==> src/rtl/cphd_pkg.sv <==
// ----------------------------------------------------------------------------
// cphd_pkg
// Types, register indexes and helpers for the hotplug decision core.
// ----------------------------------------------------------------------------
package cphd_pkg;

  localparam int LOAD_W  = 10;
  localparam int FREQ_W  = 22;
  localparam int CORE_W  = 3;
  localparam int TASK_W  = 16;
  localparam int QLEN_W  = 8;
  localparam int CLOAD_W = 7;
  localparam int TIME_W  = 16;
  localparam int THR_W   = 32;
  localparam int CFG_AW  = 3;
  localparam int CFG_DW  = 32;
  localparam int IN_TDATA_W  = 72;
  localparam int OUT_TDATA_W = 8;

  typedef enum logic [1:0] {
    DEC_NOP = 2'd0,
    DEC_IN  = 2'd1,
    DEC_OUT = 2'd2
  } decision_t;

  typedef enum logic [CFG_AW-1:0] {
    CFG_LOW_THR   = 3'd0,
    CFG_HIGH_THR  = 3'd1,
    CFG_MIN_FREQ  = 3'd2,
    CFG_QUEUE_LIM = 3'd3,
    CFG_LIGHT_LD  = 3'd4,
    CFG_TICK_TIME = 3'd5,
    CFG_MID_LIM   = 3'd6,
    CFG_HOLD_LIM  = 3'd7
  } cfg_index_t;

  typedef struct packed {
    logic [CLOAD_W-1:0] min_queue_core_load;
    logic [QLEN_W-1:0]  min_queue_len;
    logic [TASK_W-1:0]  runnable_tasks;
    logic [CORE_W-1:0]  cores_online;
    logic [FREQ_W-1:0]  current_freq;
    logic [LOAD_W-1:0]  total_load;
  } tick_t;

  function automatic logic [7:0] thr_byte(input logic [THR_W-1:0] r, input logic [1:0] k);
    logic [7:0] b;
    case (k)
      2'd0:    b = r[7:0];
      2'd1:    b = r[15:8];
      2'd2:    b = r[23:16];
      default: b = r[31:24];
    endcase
    return b;
  endfunction

endpackage

==> src/rtl/cpu_hotplug_decision_core.sv <==
// ----------------------------------------------------------------------------
// cpu_hotplug_decision_core
// Per-tick core plug-in / plug-out decision with mid-band and hold timers.
// ----------------------------------------------------------------------------
// Channel   Dir  Handshake                     Payload
// s_axis    in   s_axis_tvalid/s_axis_tready   one sampling tick
// m_axis    out  m_axis_tvalid/m_axis_tready   one decision per tick
// cfg       in   cfg_valid/cfg_ready           cfg_addr, cfg_data
//
// An input register, then one pass of compare and timer update logic into
// the result register. One tick per cycle while the result is not stalled.
// Reset clears both timers, the valid flags and loads register defaults.
// A stalled result holds the result register; the input stage keeps
// accepting while it is empty. cfg_ready is always high.
// ----------------------------------------------------------------------------
module cpu_hotplug_decision_core
  import cphd_pkg::*;
#(
  parameter int MAX_CORES = 4
) (
  input  logic                   clk,
  input  logic                   rst,
  input  logic                   s_axis_tvalid,
  output logic                   s_axis_tready,
  // total_load[9:0], current_freq[31:10], cores_online[34:32],
  // runnable_tasks[50:35], min_queue_len[58:51], min_queue_core_load[65:59]
  input  logic [IN_TDATA_W-1:0]  s_axis_tdata,
  output logic                   m_axis_tvalid,
  input  logic                   m_axis_tready,
  // decision[1:0]
  output logic [OUT_TDATA_W-1:0] m_axis_tdata,
  input  logic                   cfg_valid,
  output logic                   cfg_ready,
  input  logic [CFG_AW-1:0]      cfg_addr,
  input  logic [CFG_DW-1:0]      cfg_data
);

  localparam int NB = $clog2(MAX_CORES + 1);
  localparam int CW = (NB > CORE_W) ? NB : CORE_W;
  localparam logic [CW-1:0] N_MAX = CW'(MAX_CORES);

  logic [THR_W-1:0]   low_thresholds;
  logic [THR_W-1:0]   high_thresholds;
  logic [FREQ_W-1:0]  min_frequency;
  logic [QLEN_W-1:0]  queue_limit;
  logic [CLOAD_W-1:0] light_core_load;
  logic [TIME_W-1:0]  tick_time;
  logic [TIME_W-1:0]  midband_limit;
  logic [TIME_W-1:0]  out_hold_limit;

  logic [TIME_W-1:0]  midband_time, midband_time_next;
  logic [TIME_W-1:0]  out_hold_time, out_hold_time_next;

  logic      in_valid;
  tick_t     in_tick;
  logic      res_valid;
  decision_t res_dec;
  decision_t dec_next;
  logic      advance;

  assign cfg_ready     = 1'b1;
  assign advance       = in_valid && (!res_valid || m_axis_tready);
  assign s_axis_tready = !in_valid || advance;
  assign m_axis_tvalid = res_valid;
  assign m_axis_tdata  = {{(OUT_TDATA_W-2){1'b0}}, res_dec};

  always_ff @(posedge clk) begin
    if (rst) begin
      low_thresholds  <= '0;
      high_thresholds <= 32'h6464_6464;
      min_frequency   <= '0;
      queue_limit     <= 8'd2;
      light_core_load <= 7'd20;
      tick_time       <= 16'd500;
      midband_limit   <= 16'd8000;
      out_hold_limit  <= 16'd2000;
    end else if (cfg_valid && cfg_ready) begin
      case (cfg_index_t'(cfg_addr))
        CFG_LOW_THR:   low_thresholds  <= cfg_data;
        CFG_HIGH_THR:  high_thresholds <= cfg_data;
        CFG_MIN_FREQ:  min_frequency   <= cfg_data[FREQ_W-1:0];
        CFG_QUEUE_LIM: queue_limit     <= cfg_data[QLEN_W-1:0];
        CFG_LIGHT_LD:  light_core_load <= cfg_data[CLOAD_W-1:0];
        CFG_TICK_TIME: tick_time       <= cfg_data[TIME_W-1:0];
        CFG_MID_LIM:   midband_limit   <= cfg_data[TIME_W-1:0];
        CFG_HOLD_LIM:  out_hold_limit  <= cfg_data[TIME_W-1:0];
        default: ;
      endcase
    end
  end

  always_ff @(posedge clk) begin
    if (rst) begin
      in_valid <= 1'b0;
    end else if (s_axis_tready) begin
      in_valid <= s_axis_tvalid;
    end
  end

  always_ff @(posedge clk) begin
    if (s_axis_tvalid && s_axis_tready) begin
      in_tick <= tick_t'(s_axis_tdata[$bits(tick_t)-1:0]);
    end
  end

  logic [CW-1:0]       n;
  logic [CW-1:0]       k_full, kp_full;
  logic [1:0]          k, kp;
  logic [7:0]          lo, hi, hi_prev;
  logic                multi;
  logic [LOAD_W-1:0]   load;
  logic [TIME_W:0]     mid_sum, hold_sum;
  logic [TIME_W-1:0]   mid_sat;
  logic                below, above, mid_low, mid_top;
  decision_t           flag;
  logic                mid_timeout;

  always_comb begin
    n = CW'(in_tick.cores_online);
    if (n == '0) begin
      n = CW'(1);
    end
    if (n > N_MAX) begin
      n = N_MAX;
    end
    k_full  = n - CW'(1);
    kp_full = n - CW'(2);
    k       = (k_full > CW'(3)) ? 2'd3 : k_full[1:0];
    kp      = (kp_full > CW'(3)) ? 2'd3 : kp_full[1:0];
    multi   = n > CW'(1);
    lo      = thr_byte(low_thresholds, k);
    hi      = thr_byte(high_thresholds, k);
    hi_prev = multi ? thr_byte(high_thresholds, kp) : 8'd0;
    load    = in_tick.total_load;
    below   = load < LOAD_W'(lo);
    above   = load > LOAD_W'(hi);
    mid_top = (load >= LOAD_W'(hi_prev)) && (load <= LOAD_W'(hi));
    mid_low = (load >= LOAD_W'(lo)) && (load < LOAD_W'(hi_prev));
    mid_sum = {1'b0, midband_time} + {1'b0, tick_time};
    mid_sat = mid_sum[TIME_W] ? {TIME_W{1'b1}} : mid_sum[TIME_W-1:0];
    hold_sum = {1'b0, out_hold_time} + {1'b0, tick_time};
  end

  always_comb begin
    flag              = DEC_NOP;
    mid_timeout       = 1'b0;
    midband_time_next = midband_time;
    if (below) begin
      midband_time_next = '0;
      if (multi) begin
        flag = DEC_OUT;
      end
    end else if (above) begin
      midband_time_next = '0;
      if ((in_tick.runnable_tasks > TASK_W'(n)) && (in_tick.current_freq > min_frequency)) begin
        flag = DEC_IN;
      end
    end else if (multi && (in_tick.min_queue_len < queue_limit)) begin
      if ((in_tick.min_queue_core_load < light_core_load) && (load < LOAD_W'(hi_prev))) begin
        midband_time_next = '0;
        flag              = DEC_OUT;
      end
    end else if (multi) begin
      if (mid_top) begin
        midband_time_next = '0;
      end else if (mid_low) begin
        if (mid_sat >= midband_limit) begin
          midband_time_next = '0;
          mid_timeout       = 1'b1;
        end else begin
          midband_time_next = mid_sat;
        end
      end
    end

    dec_next           = flag;
    out_hold_time_next = '0;
    if (mid_timeout) begin
      dec_next           = DEC_OUT;
      out_hold_time_next = out_hold_time;
    end else if (flag == DEC_OUT) begin
      if (hold_sum < {1'b0, out_hold_limit}) begin
        out_hold_time_next = hold_sum[TIME_W-1:0];
        dec_next           = DEC_NOP;
      end
    end
  end

  always_ff @(posedge clk) begin
    if (rst) begin
      midband_time  <= '0;
      out_hold_time <= '0;
      res_valid     <= 1'b0;
    end else begin
      if (advance) begin
        midband_time  <= midband_time_next;
        out_hold_time <= out_hold_time_next;
        res_valid     <= 1'b1;
      end else if (m_axis_tready) begin
        res_valid <= 1'b0;
      end
    end
  end

  always_ff @(posedge clk) begin
    if (advance) begin
      res_dec <= dec_next;
    end
  end

  a_dec_legal: assert property (@(posedge clk) disable iff (rst)
    res_valid |-> (res_dec == DEC_NOP || res_dec == DEC_IN || res_dec == DEC_OUT))
    else $error("illegal decision code");

  a_in_clears_hold: assert property (@(posedge clk) disable iff (rst)
    (advance && dec_next == DEC_IN) |=> (out_hold_time == '0 && midband_time == '0))
    else $error("plug-in left a timer running");

  a_timeout_keeps_hold: assert property (@(posedge clk) disable iff (rst)
    (advance && mid_timeout) |=> (out_hold_time == $past(out_hold_time) && res_dec == DEC_OUT))
    else $error("mid-band timeout disturbed hold timer");

  a_reset_empty: assert property (@(posedge clk)
    rst |=> (!res_valid && !in_valid))
    else $error("pipeline valid after reset");

endmodule

==> config.mk <==
export PLATFORM = sky130hd
export DESIGN_NAME = cpu_hotplug_decision_core
export DESIGN_NICKNAME = d
export VERILOG_FILES = /design/src/rtl/cphd_pkg.sv /design/src/rtl/cpu_hotplug_decision_core.sv
export SDC_FILE = /design/constraint.sdc
export NUM_CORES = 1
export LEC_CHECK = 0
export BUFFER_PORTS_ARGS = -buffer_cell sky130_fd_sc_hd__buf_2
export CAP_MARGIN = 20
export CORE_MARGIN = 10
export CORE_UTILIZATION = 46
export CTS_BUF_LIST = sky130_fd_sc_hd__clkbuf_8
export CTS_CLUSTER_SIZE = 16
export DETAILED_ROUTE_END_ITERATION = 16
export PLACE_DENSITY = 0.65
export SYNTH_ARGS = -nofsm -noshare
export SYNTH_HDL_FRONTEND = slang
export SYNTH_SLANG_ARGS = --single-unit
==> constraint.sdc <==
create_clock -name clk -period 8 [get_ports clk]
set_input_delay 1.2 -clock clk [delete_from_list [all_inputs] [get_ports clk]]
set_output_delay 1.2 -clock clk [all_outputs]
set_load 0.1 [all_outputs]
Word level (Yosys, flattened, before mapping)

Cells that the tools add are included.

Flip-flop bits (word level): 251
Input port bits: 112
Output and inout bits: 11

Add/subtract/negate cells: 4
$lt $le $gt $ge: 16
Equal/unequal tests: 13
Multiplexer cells: 36
Bitwise gates (word level): 1
Reductions and logical operators: 28

Operators by type and width:

| cell                 | number |
|---|---|
| $mux W16             | 11 |
| $pmux W8 S3          | 3 |
| $add A16 B16 Y17     | 2 |
| $gt A22 B22 Y1       | 1 |
| $ge A10 B8 Y1        | 2 |
| $lt A10 B8 Y1        | 2 |
| $mux W2              | 9 |
| $reduce_and A2 Y1    | 9 |
| $lt A17 B16 Y1       | 1 |
| $ge A16 B16 Y1       | 1 |
| $gt A16 B3 Y1        | 1 |
| $eq A3 B3 Y1 const B | 4 |
| $gt A10 B8 Y1        | 1 |
| $le A10 B8 Y1        | 1 |
| $mux W1              | 10 |
| $lt A8 B8 Y1         | 1 |
| $mux W8              | 1 |
| $logic_and A1 B1 Y1  | 7 |
| $lt A7 B7 Y1         | 1 |
| $eq A2 B2 Y1 const B | 3 |
| $eq A3 B2 Y1 const B | 2 |
| $gt A3 B2 Y1 const B | 2 |
| $logic_not A3 Y1     | 2 |
| $mux W3              | 2 |
| 15 further kinds     | 19 |

Logic depth before layout (Yosys ltp)

Gate-level depths: netlist of run 1.

Word-level depth: 20
Gate-level depth with buffers: 23
Depth with buffers taken out: 20

Least setup slack after synthesis of run 1

OpenSTA, ideal clock, no wires.

Kind: register -> register
Start: register in_tick[32] in the netlist's numbering
End: register out_hold_time[10]
Setup time: 0.059 ns
Data arrival time: 5.384 ns
Data required time: 7.941 ns
Slack: 2.558 ns
Stages on the path, launching flop included: 23
Path buffers: 6
Path through: edfxtp_1 clkbuf_1 inv_1 a21oi_1 clkbuf_1 inv_1 ha_1 nand2b_1 clkbuf_1 buf_1 mux4_2 inv_1 ha_1 nor2b_1 o211ai_1 a21oi_1 o41ai_4 nand3_2 o31ai_4 and2b_1 buf_6 buf_12 a22o_1

Word-level cells in the longest chain between the ends: 20

Ends and longest elaborated chain:

| element                                    | line                             | text |
|---|---|---|
| start, declared                            | cpu_hotplug_decision_core.sv:55  | `tick_t in_tick;` |
| start signal, assigned                     | cpu_hotplug_decision_core.sv:102 | `in_tick <= tick_t'(s_axis_tdata[$bits(tick_t)-1:0]);` |
| $logic_not A3 Y1                           | cpu_hotplug_decision_core.sv:120 | `if (n == '0) begin` |
| $mux W3 (*)                                | cpu_hotplug_decision_core.sv:120 |  |
| $gt A3 B3 Y1                               | cpu_hotplug_decision_core.sv:123 | `if (n > N_MAX) begin` |
| $mux W3 (*)                                | cpu_hotplug_decision_core.sv:123 |  |
| $sub A3 B2 Y3                              | cpu_hotplug_decision_core.sv:127 | `kp_full = n - CW'(2);` |
| $gt A3 B2 Y1                               | cpu_hotplug_decision_core.sv:129 | `kp = (kp_full > CW'(3)) ? 2'd3 : kp_full[1:0];` |
| $mux W2                                    | cpu_hotplug_decision_core.sv:129 |  |
| $eq A2 B2 Y1, or another cell as far along | cphd_pkg.sv:48                   | `case (k)` |
| [4 not listed]                             | n/a                              |  |
| $mux W1                                    | cpu_hotplug_decision_core.sv:166 | `end else if (mid_low) begin` |
| $mux W1                                    | cpu_hotplug_decision_core.sv:164 | `if (mid_top) begin` |
| $mux W1                                    | cpu_hotplug_decision_core.sv:163 | `end else if (multi) begin` |
| $mux W1                                    | cpu_hotplug_decision_core.sv:158 | `end else if (multi && (in_tick.min_queue_len < queue_limit)) begin` |
| $mux W1                                    | cpu_hotplug_decision_core.sv:153 | `end else if (above) begin` |
| $mux W1                                    | cpu_hotplug_decision_core.sv:148 | `if (below) begin` |
| $not A1 Y1 (no line)                       | n/a                              |  |
| $reduce_and A2 Y1 (no line)                | n/a                              |  |
| end signal, assigned                       | cpu_hotplug_decision_core.sv:197 | `out_hold_time <= out_hold_time_next;` |
| end, declared                              | cpu_hotplug_decision_core.sv:52  | `logic [TIME_W-1:0] out_hold_time, out_hold_time_next;` |

Every way passes the cells marked *; elsewhere a longest branch is shown, timed or not.
A chain may end at the register's enable or synchronous reset.

Worst setup path in the final report of run 1

Start: register in_tick[34] in the netlist's numbering
End: register midband_time[7]

Word-level cells in the longest chain between the ends: 17

Ends and longest elaborated chain:

| element                                    | line                             | text |
|---|---|---|
| $logic_not A3 Y1                           | cpu_hotplug_decision_core.sv:120 |  |
| $mux W3 (*)                                | cpu_hotplug_decision_core.sv:120 |  |
| $gt A3 B3 Y1                               | cpu_hotplug_decision_core.sv:123 |  |
| $mux W3 (*)                                | cpu_hotplug_decision_core.sv:123 |  |
| $sub A3 B2 Y3                              | cpu_hotplug_decision_core.sv:127 |  |
| $gt A3 B2 Y1                               | cpu_hotplug_decision_core.sv:129 |  |
| $mux W2                                    | cpu_hotplug_decision_core.sv:129 |  |
| $eq A2 B2 Y1, or another cell as far along | cphd_pkg.sv:48                   |  |
| $pmux W8 S3                                | cphd_pkg.sv:48                   |  |
| $mux W8                                    | cpu_hotplug_decision_core.sv:133 | `hi_prev = multi ? thr_byte(high_thresholds, kp) : 8'd0;` |
| $ge A10 B8 Y1                              | cpu_hotplug_decision_core.sv:137 | `mid_top = (load >= LOAD_W'(hi_prev)) && (load <= LOAD_W'(hi));` |
| $logic_and A1 B1 Y1                        | cpu_hotplug_decision_core.sv:137 |  |
| $mux W16                                   | cpu_hotplug_decision_core.sv:164 |  |
| $mux W16                                   | cpu_hotplug_decision_core.sv:163 |  |
| $mux W16                                   | cpu_hotplug_decision_core.sv:158 |  |
| $mux W16                                   | cpu_hotplug_decision_core.sv:153 |  |
| $mux W16                                   | cpu_hotplug_decision_core.sv:148 |  |
| end signal, assigned                       | cpu_hotplug_decision_core.sv:196 | `midband_time <= midband_time_next;` |
| end, declared                              | cpu_hotplug_decision_core.sv:51  | `logic [TIME_W-1:0] midband_time, midband_time_next;` |

Every way passes the cells marked *; elsewhere a longest branch is shown, timed or not. The select of a mux whose other input is x is not followed.

==> impl_results.md, run 1 <==
* Status: finished, final reports clean
* Clk pin slew, worst setup/hold paths at 0.06 ns
* TritonCTS Buffers at 43
* CTS max path bufs at 3
* Share of cells above drive strength 1 at 15.4%
* Inst Count DP at 1821
* Pins Over Slew Limit at 0
* Critical Path Max Stage Delay at 0.87 ns
* Critical R2R Capture: midband_time[7]
* Vias in the first global route at 10200
* Element type at the critical path end: flop
* Crit Path Max Fanout at 16
* First-pass GRT wire length at 53.3 mm
* Yosys reg bits at 251
* Mux contribution to synthesized area at 3.85%
* Seq pwr share at 47.6%
* Critical-path cell list: nor2b_1, inv_1, ha_1, nand2b_1, buf_4, mux4_2, inv_1, ha_1, a211o_1, o2111ai_1, nand3b_1, a211o_1, o211a_1, a21boi_1, nor4b_4, a22o_1
* Largest family of logic cells by synthesized area: simple AND/OR/NAND/NOR gates
* Simple-Gate Fraction of Synth Area at 16.4%
* Initial Utilization at 46.7%
* H-Tree Depth at 2
* Initial DRC Count at 570
* Slowest cell on crit path: nor4b_4
* Number of synthesized flops with an enable pin at 68
* Complex-gate fraction of the synthesized area at 16.2%
* Leakage at 0.00609 uW
* Vias/cell at 5.31
* CTS root buffer: clkbuf_8
* Slew headroom at 25.8%
* Part of the power in combinational logic at 9.8%
* Post-layout minimum cycle time at 5.68 ns
* Worst VDD drop at 0.000129 V
* # diodes at 0
* Syn Area/Cell at 9.35 um^2
* # setup viols final at 0
* Fmax at 176 MHz
* Post-synth top area cell: dfxtp_1
* Fin nets at 1729
* CTS tree: done
* Total die area at 35300 um^2
* Worst min path class: reg2reg
* Final Instance Count excl. Fillers at 1898
* Post-route ant nets at 0
* Remaining Overflow, GRT at 0
* Die H at 188 um
* Hold Buf Count CTS at 0
* Final Hold Vio Count at 0
* Dpl cell area at 13800 um^2
* Maxcap violations at 0
* Setup TNS at 0 ns
* Mapped Cells at 1388
* Drt pass-1 iters at 5
* Die width at 188 um
* Top-area cell type share of the netlist area at 28.2%
* Adder-cell share of the synthesized area at 12.6%
* Routed Wire Length at 33.1 mm
* Critical Path Source Type: flop
* Finished Cell Area at 14700 um^2
* Area growth from synthesis to layout at 13.4%
* Worst reg2reg setup slack at 2.32 ns
* Hold endpoint: midband_limit[7]
* Post-synth cell types at 80
* Most common cell after layout, fill and taps aside: nand2_1
* Post-CTS Setup Inserts at 0
* Fill cells at 2645
* Synth Flop Type: dfxtp_1
* Int Pwr at 2130 uW
* Worst-margin pin slew at 1.11 ns
* Power density over cell area at 196 nW/um^2
* RD Place Congestion at 0.852
* Setup CP Type: reg2reg
* WP data required at 8.49 ns
* YS warnings at 0
* Post-synth ARST share at 0%
* Worst EP arrival at 6.18 ns
* Storage cell area at 5710 um^2
* Total Routing Usage GR at 18.5%
* Residual DRC at 0
* Multi-input gate area at 6590 um^2
* Sink Count at 251
* Worst hold path stage count at 2
* Synth Cell Area at 13000 um^2
* FF-to-FF path depth at 16
* Sw Pwr at 746 uW
* Clk pwr share at 42.5%
* Io pins at 123
* Sequential fraction of the synthesis area at 44.0%
* Hold slack at 0.453 ns
* Xor and xnor fraction of the mapped netlist area at 1.55%
* Most frequent cells in the layout: 309 x nand2_1, 183 x dfxtp_1, 147 x a21oi_1
* Largest net degree at the start of global routing at 90
* Clk_lat worst skew at 0.58 ns
* Initial antenna violation count at 0
* WL per Instance at 17.4 um
* Sw frac at 25.9%
* Input/output buffers at 109
* Period utilization at 71.1%
* Core Area at 27800 um^2
* Vias at 10100
* Cts repair resizes at 0
* Row cnt at 61
* RR Startpoint: in_tick[34]
* Hold Crit Start: midband_limit[7]
* Post-DP HPWL at 23.5 mm
* Main area contributors after synthesis: dfxtp_1 28%, edfxtp_1 16%, ha_1 12%
* Unrepaired setup endpoints after global routing: no
* Tot Pwr at 2880 uW
* Clock skew at 0.0344 ns
cell families (layout without fill, tap and decap cells):
logic type	Yosys count	after routing
buffers and inverters	168	295
AO/OA/AOI/OAI	317	317
AND/OR/NAND/NOR	469	469
multiplexers	29	29
other	2	7
flip-flops	251	251
adder cells (fa/ha/maj)	129	129
XOR/XNOR	23	23
worst max-delay path by stage:
| stage | startpoint | endpoint | slack [ns] | cells after the start |
|---|---|---|---|---|
| after floorplan | in_tick[32] | out_hold_time[10] | 2.56 | 22 |
| after global placement | in_tick[34] | midband_time[13] | 2.47 | 16 |
| after detailed placement | in_tick[34] | midband_time[7] | 2.40 | 16 |
| after CTS | in_tick[34] | midband_time[7] | 2.36 | 16 |
| after global routing | in_tick[34] | midband_time[5] | 1.96 | 16 |
| final | in_tick[34] | midband_time[7] | 2.32 | 16 |
cells in the mapped netlist, types with 5 or more instances:
cell type	count
clkbuf_1	48
mux2i_1	6
a22o_2	5
nor2b_1	14
dfxtp_1	183
o21ai_0	28
a22o_1	27
nand2_1	309
a21oi_1	147
edfxtp_1	68
nand2b_1	13
a211oi_1	7
mux2_2	7
buf_4	7
inv_1	98
clkbuf_2	7
a211o_1	15
a22oi_1	7
ha_1	127
xor2_1	8
nor3_1	9
xnor2_1	15
o21a_1	11
mux4_2	16
nand3_1	11
nand3b_1	26
nand4_1	16
nor2_1	45
a21o_1	21
critical path, delay by kind of cell (launching register included):
kind,cells,cell delay (ns)
buffers and inverters,3,0.61
adder cells (fa/ha/maj),2,0.57
AND/OR/NAND/NOR,4,1.78
flip-flops,1,0.61
multiplexers,1,0.54
AO/OA/AOI/OAI,6,1.47
metrics by stage:
step / util, % / setup slack, ns
after floorplan: - / 2.56
after global placement: 49.5 / 2.47
after detailed placement: 49.6 / 2.40
after CTS: 52.9 / 2.36
after global routing: 52.9 / 1.96
final: 52.9 / 2.32
flip-flops by register name, summed over array words and instances (netlist names), 16 cells and up:
name             count
in_tick             56
high_thresholds     32
low_thresholds      32
min_frequency       22
midband_limit       16
midband_time        16
out_hold_limit      16
out_hold_time       16
tick_time           16
power groups by stage:
stage | clock (uW) | combinational (uW) | sequential, uW
finish | 1220 | 283 | 1370
global route | 1320 | 315 | 1370
CTS | 1250 | 284 | 1370
detailed placement | 0 | 283 | 1400
global placement | 0 | 275 | 1400
floorplan | 0 | 189 | 1390
area by class of cell:
class / instances / area share (%)
Multi-Input combinational cell: 974 / 44.8
Sequential cell: 251 / 38.8
Clock buffer: 54 / 5.05
Timing Repair Buffer: 120 / 4.45
Tap cell: 378 / 3.22
Inverter: 98 / 2.50
Clock inverter: 23 / 1.19
layer usage:
metal	share of wire, %	GRT usage [%]
met3	4.5	3.38
met4	2.6	6.34
met5	0	0
met1	43	22.1
met2	50	32.8
Note: power is estimated with default switching activity, not from simulation.
==> inputs of run 2 (changes only) <==
- PLACE_DENSITY: 0.65 -> 0.68
- clock period: 8 -> 4.9 ns (I/O delays scaled with it)
==> run 2 against run 1 <==
Die area unchanged. Worst hold slack worse by 0.088 ns. Sequential power up 63%. First-iteration DRC count up 8.6%. Critical endpoint is now out_hold_time[0]. Register-to-register slack worse by 2.0 ns. Non-clock buffer count up 19. Clock-buffer cell count unchanged. Global-route usage down 0.19 points. Combinational power up 66%.
==> impl_results.md, run 2 (same netlist as run 1, synthesis figures left out) <==
* WP data required at 5.32 ns (-3.17 ns)
* Setup TNS at 0 ns (unchanged)
* # setup viols final at 0 (unchanged)
* Unrepaired setup endpoints after global routing: no
* Crit path max-delay family: compound AO/OA/AOI/OAI gates
* Share of cells above drive strength 1 at 16.4% (+0.99 points)
* Fmax at 218 MHz (+24%)
* Remaining Overflow, GRT at 0 (unchanged)
* Die width at 188 um (unchanged)
* Critical Path Source Type: flop
* Top Registers: in_tick (56), high_thresholds (32), low_thresholds (32)
* Pins Over Slew Limit at 0 (unchanged)
* Crit path top cell by count: ha_1
* Routed Wire Length at 33.2 mm (+0.12%)
* Crit Path Max Fanout at 16 (unchanged)
* CTS root buffer: clkbuf_8
* Worst VDD drop at 0.000308 V (+140%)
* CTS max path bufs at 3 (unchanged)
* Top reg by flops: in_tick
* Initial DRC Count at 619 (+8.6%)
* Residual DRC at 0 (unchanged)
* Largest net degree at the start of global routing at 97 (+7.8%)
* Worst-margin pin slew at 1.06 ns (-0.0570 ns)
* H-Tree Depth at 2 (unchanged)
* Vias in the first global route at 10400 (+1.2%)
* Period utilization at 93.6% (+23 points)
* Critical-path cell list: ha_1, nor2b_1, o31a_1, o21ai_1, o21a_1, o21ai_2, a31oi_2, buf_4, nand2_1, ha_1, and4_1, nand2b_1, or4b_1, a21oi_2, o22ai_2, o31ai_4, nor4b_4, buf_12, a22o_2
* Most common cell after layout, fill and taps aside: nand2_1
* Initial Utilization at 46.7% (unchanged)
* Core Area at 27800 um^2 (unchanged)
* Status: finished, final reports clean
* Worst min path class: in2reg
* Vias at 10300 (+2.1%)
* Io pins at 123 (unchanged)
* Total die area at 35300 um^2 (unchanged)
* Clk pin slew, worst setup/hold paths at 0.06 ns (about the same)
* TritonCTS Buffers at 42 (-2.3%)
* First-pass GRT wire length at 53.5 mm (+0.34%)
* Die H at 188 um (unchanged)
* Row cnt at 61 (unchanged)
* Power density over cell area at 308 nW/um^2 (+58%)
* Sink Count at 251 (unchanged)
* Input/output buffers at 109 (unchanged)
* Total Routing Usage GR at 18.3% (-0.19 points)
* Slew headroom at 29.6% (+3.8 points)
* Post-DP HPWL at 23.7 mm (+0.83%)
* Worst EP arrival at 5.01 ns (-1.17 ns)
* Post-route ant nets at 0 (unchanged)
* Final Hold Vio Count at 0 (unchanged)
* Buf/Inv on CP at 2 (-1)
* # diodes at 0 (unchanged)
* Tot Pwr at 4570 uW (+59%)
* Drt pass-1 iters at 7 (+2)
* Slowest cell on crit path: or4b_1
* WL per Instance at 17.3 um (-0.82%)
* Vias/cell at 5.37 (+1.2%)
* Leakage at 0.00619 uW (+1.6%)
* Clock skew at 0.0153 ns (-0.0191 ns)
* Element type at the critical path end: flop
* Setup CP Type: reg2reg
* Critical Path Max Stage Delay at 0.54 ns (-0.33 ns)
* Fin nets at 1747 (+1.0%)
* CTS tree: done
* Post-layout minimum cycle time at 4.59 ns (-1.10 ns)
* Area growth from synthesis to layout at 14.4%
* Clk_lat worst skew at 0.54 ns (-0.04 ns)
* Maxcap violations at 0 (unchanged)
* Initial antenna violation count at 0 (unchanged)
* Most frequent cells in the layout: 309 x nand2_1, 183 x dfxtp_1, 146 x a21oi_1
* Hold Buf Count CTS at 0 (unchanged)
* Max FFs per register at 56 (unchanged)
* RD Place Congestion at 0.897 (+5.3%)
==> run 2: cell types whose count changed in the layout (fill, tap and decap cells not counted), sizes merged <==
cell / change
clkinv: -5
bufinv: -1
inv: +5
buf: +19
==> run 2: metrics by stage <==
stage / area, um^2 / utilization (%) / instances / hold WS [ns] / setup WS (ns)
floorplan: 13000 / - / 1393 / 0.432 / 0.0411
global placement: 13900 / 50.1 / 1837 / 0.438 / 0.104
detailed placement: 13900 / 50.1 / 1838 / 0.447 / 0.00746
CTS: 14800 / 53.2 / 1914 / 0.342 / 0.0167
global route: 14800 / 53.4 / 1916 / 0.346 / 0.0338
finish: 14800 / 53.4 / 1916 / 0.365 / 0.314
==> run 2: final timing paths <==
kind	startpoint	to	slack, ns	cells after the start
worst max-delay path	tick_time[2]	out_hold_time[0]	0.31	19
worst min-delay path	s_axis_tdata[49]	in_tick[49]	0.36	1
worst max register to register	tick_time[2]	out_hold_time[0]	0.31	19
worst min register to register	low_thresholds[21]	low_thresholds[21]	0.45	2
==> run 2: area by class of cell <==
type / count / area, um^2
Clock buffer: 54 / 743
Clock inverter: 22 / 113
Fill cell: 2565 / 12900
Inverter: 98 / 368
Multi-Input combinational cell: 974 / 6600
Sequential cell: 251 / 5710
Tap cell: 378 / 473
Timing Repair Buffer: 139 / 835
==> run 2: worst reg2reg max path, delay by kind of cell (launching register included) <==
kind / cells / cell delay [ns]
adders and majority gates: 2 / 0.67
and+or+nand+nor: 6 / 1.21
buffers and inverters: 2 / 0.43
DFF: 1 / 0.33
AOI/OAI and AO/OA: 9 / 1.84
==> run 2: per-layer routing <==
layer | track usage (%) | vias up | routed length, um | share of wire (%)
met5 | 0 | - | 0 | 0
met4 | 7.17 | 0 | 1200 | 3.6
met3 | 3.32 | 72 | 1540 | 4.7
met2 | 31.7 | 260 | 16300 | 49
met1 | 22.1 | 4881 | 14100 | 43
li1 | - | 5084 | - | -
==> run 2: power by group <==
group          internal [uW]  switching, uW  total (uW)
sequential              2200           33.1        2230
clock                   1040            831        1870
combinational            176            295         471
==> run 2: repair_timing <==
item	4_1_cts	5_1_grt
buffers inserted	0	1
resized for setup	0	1
setup endpoints to repair	5	32
pin swaps	1	2
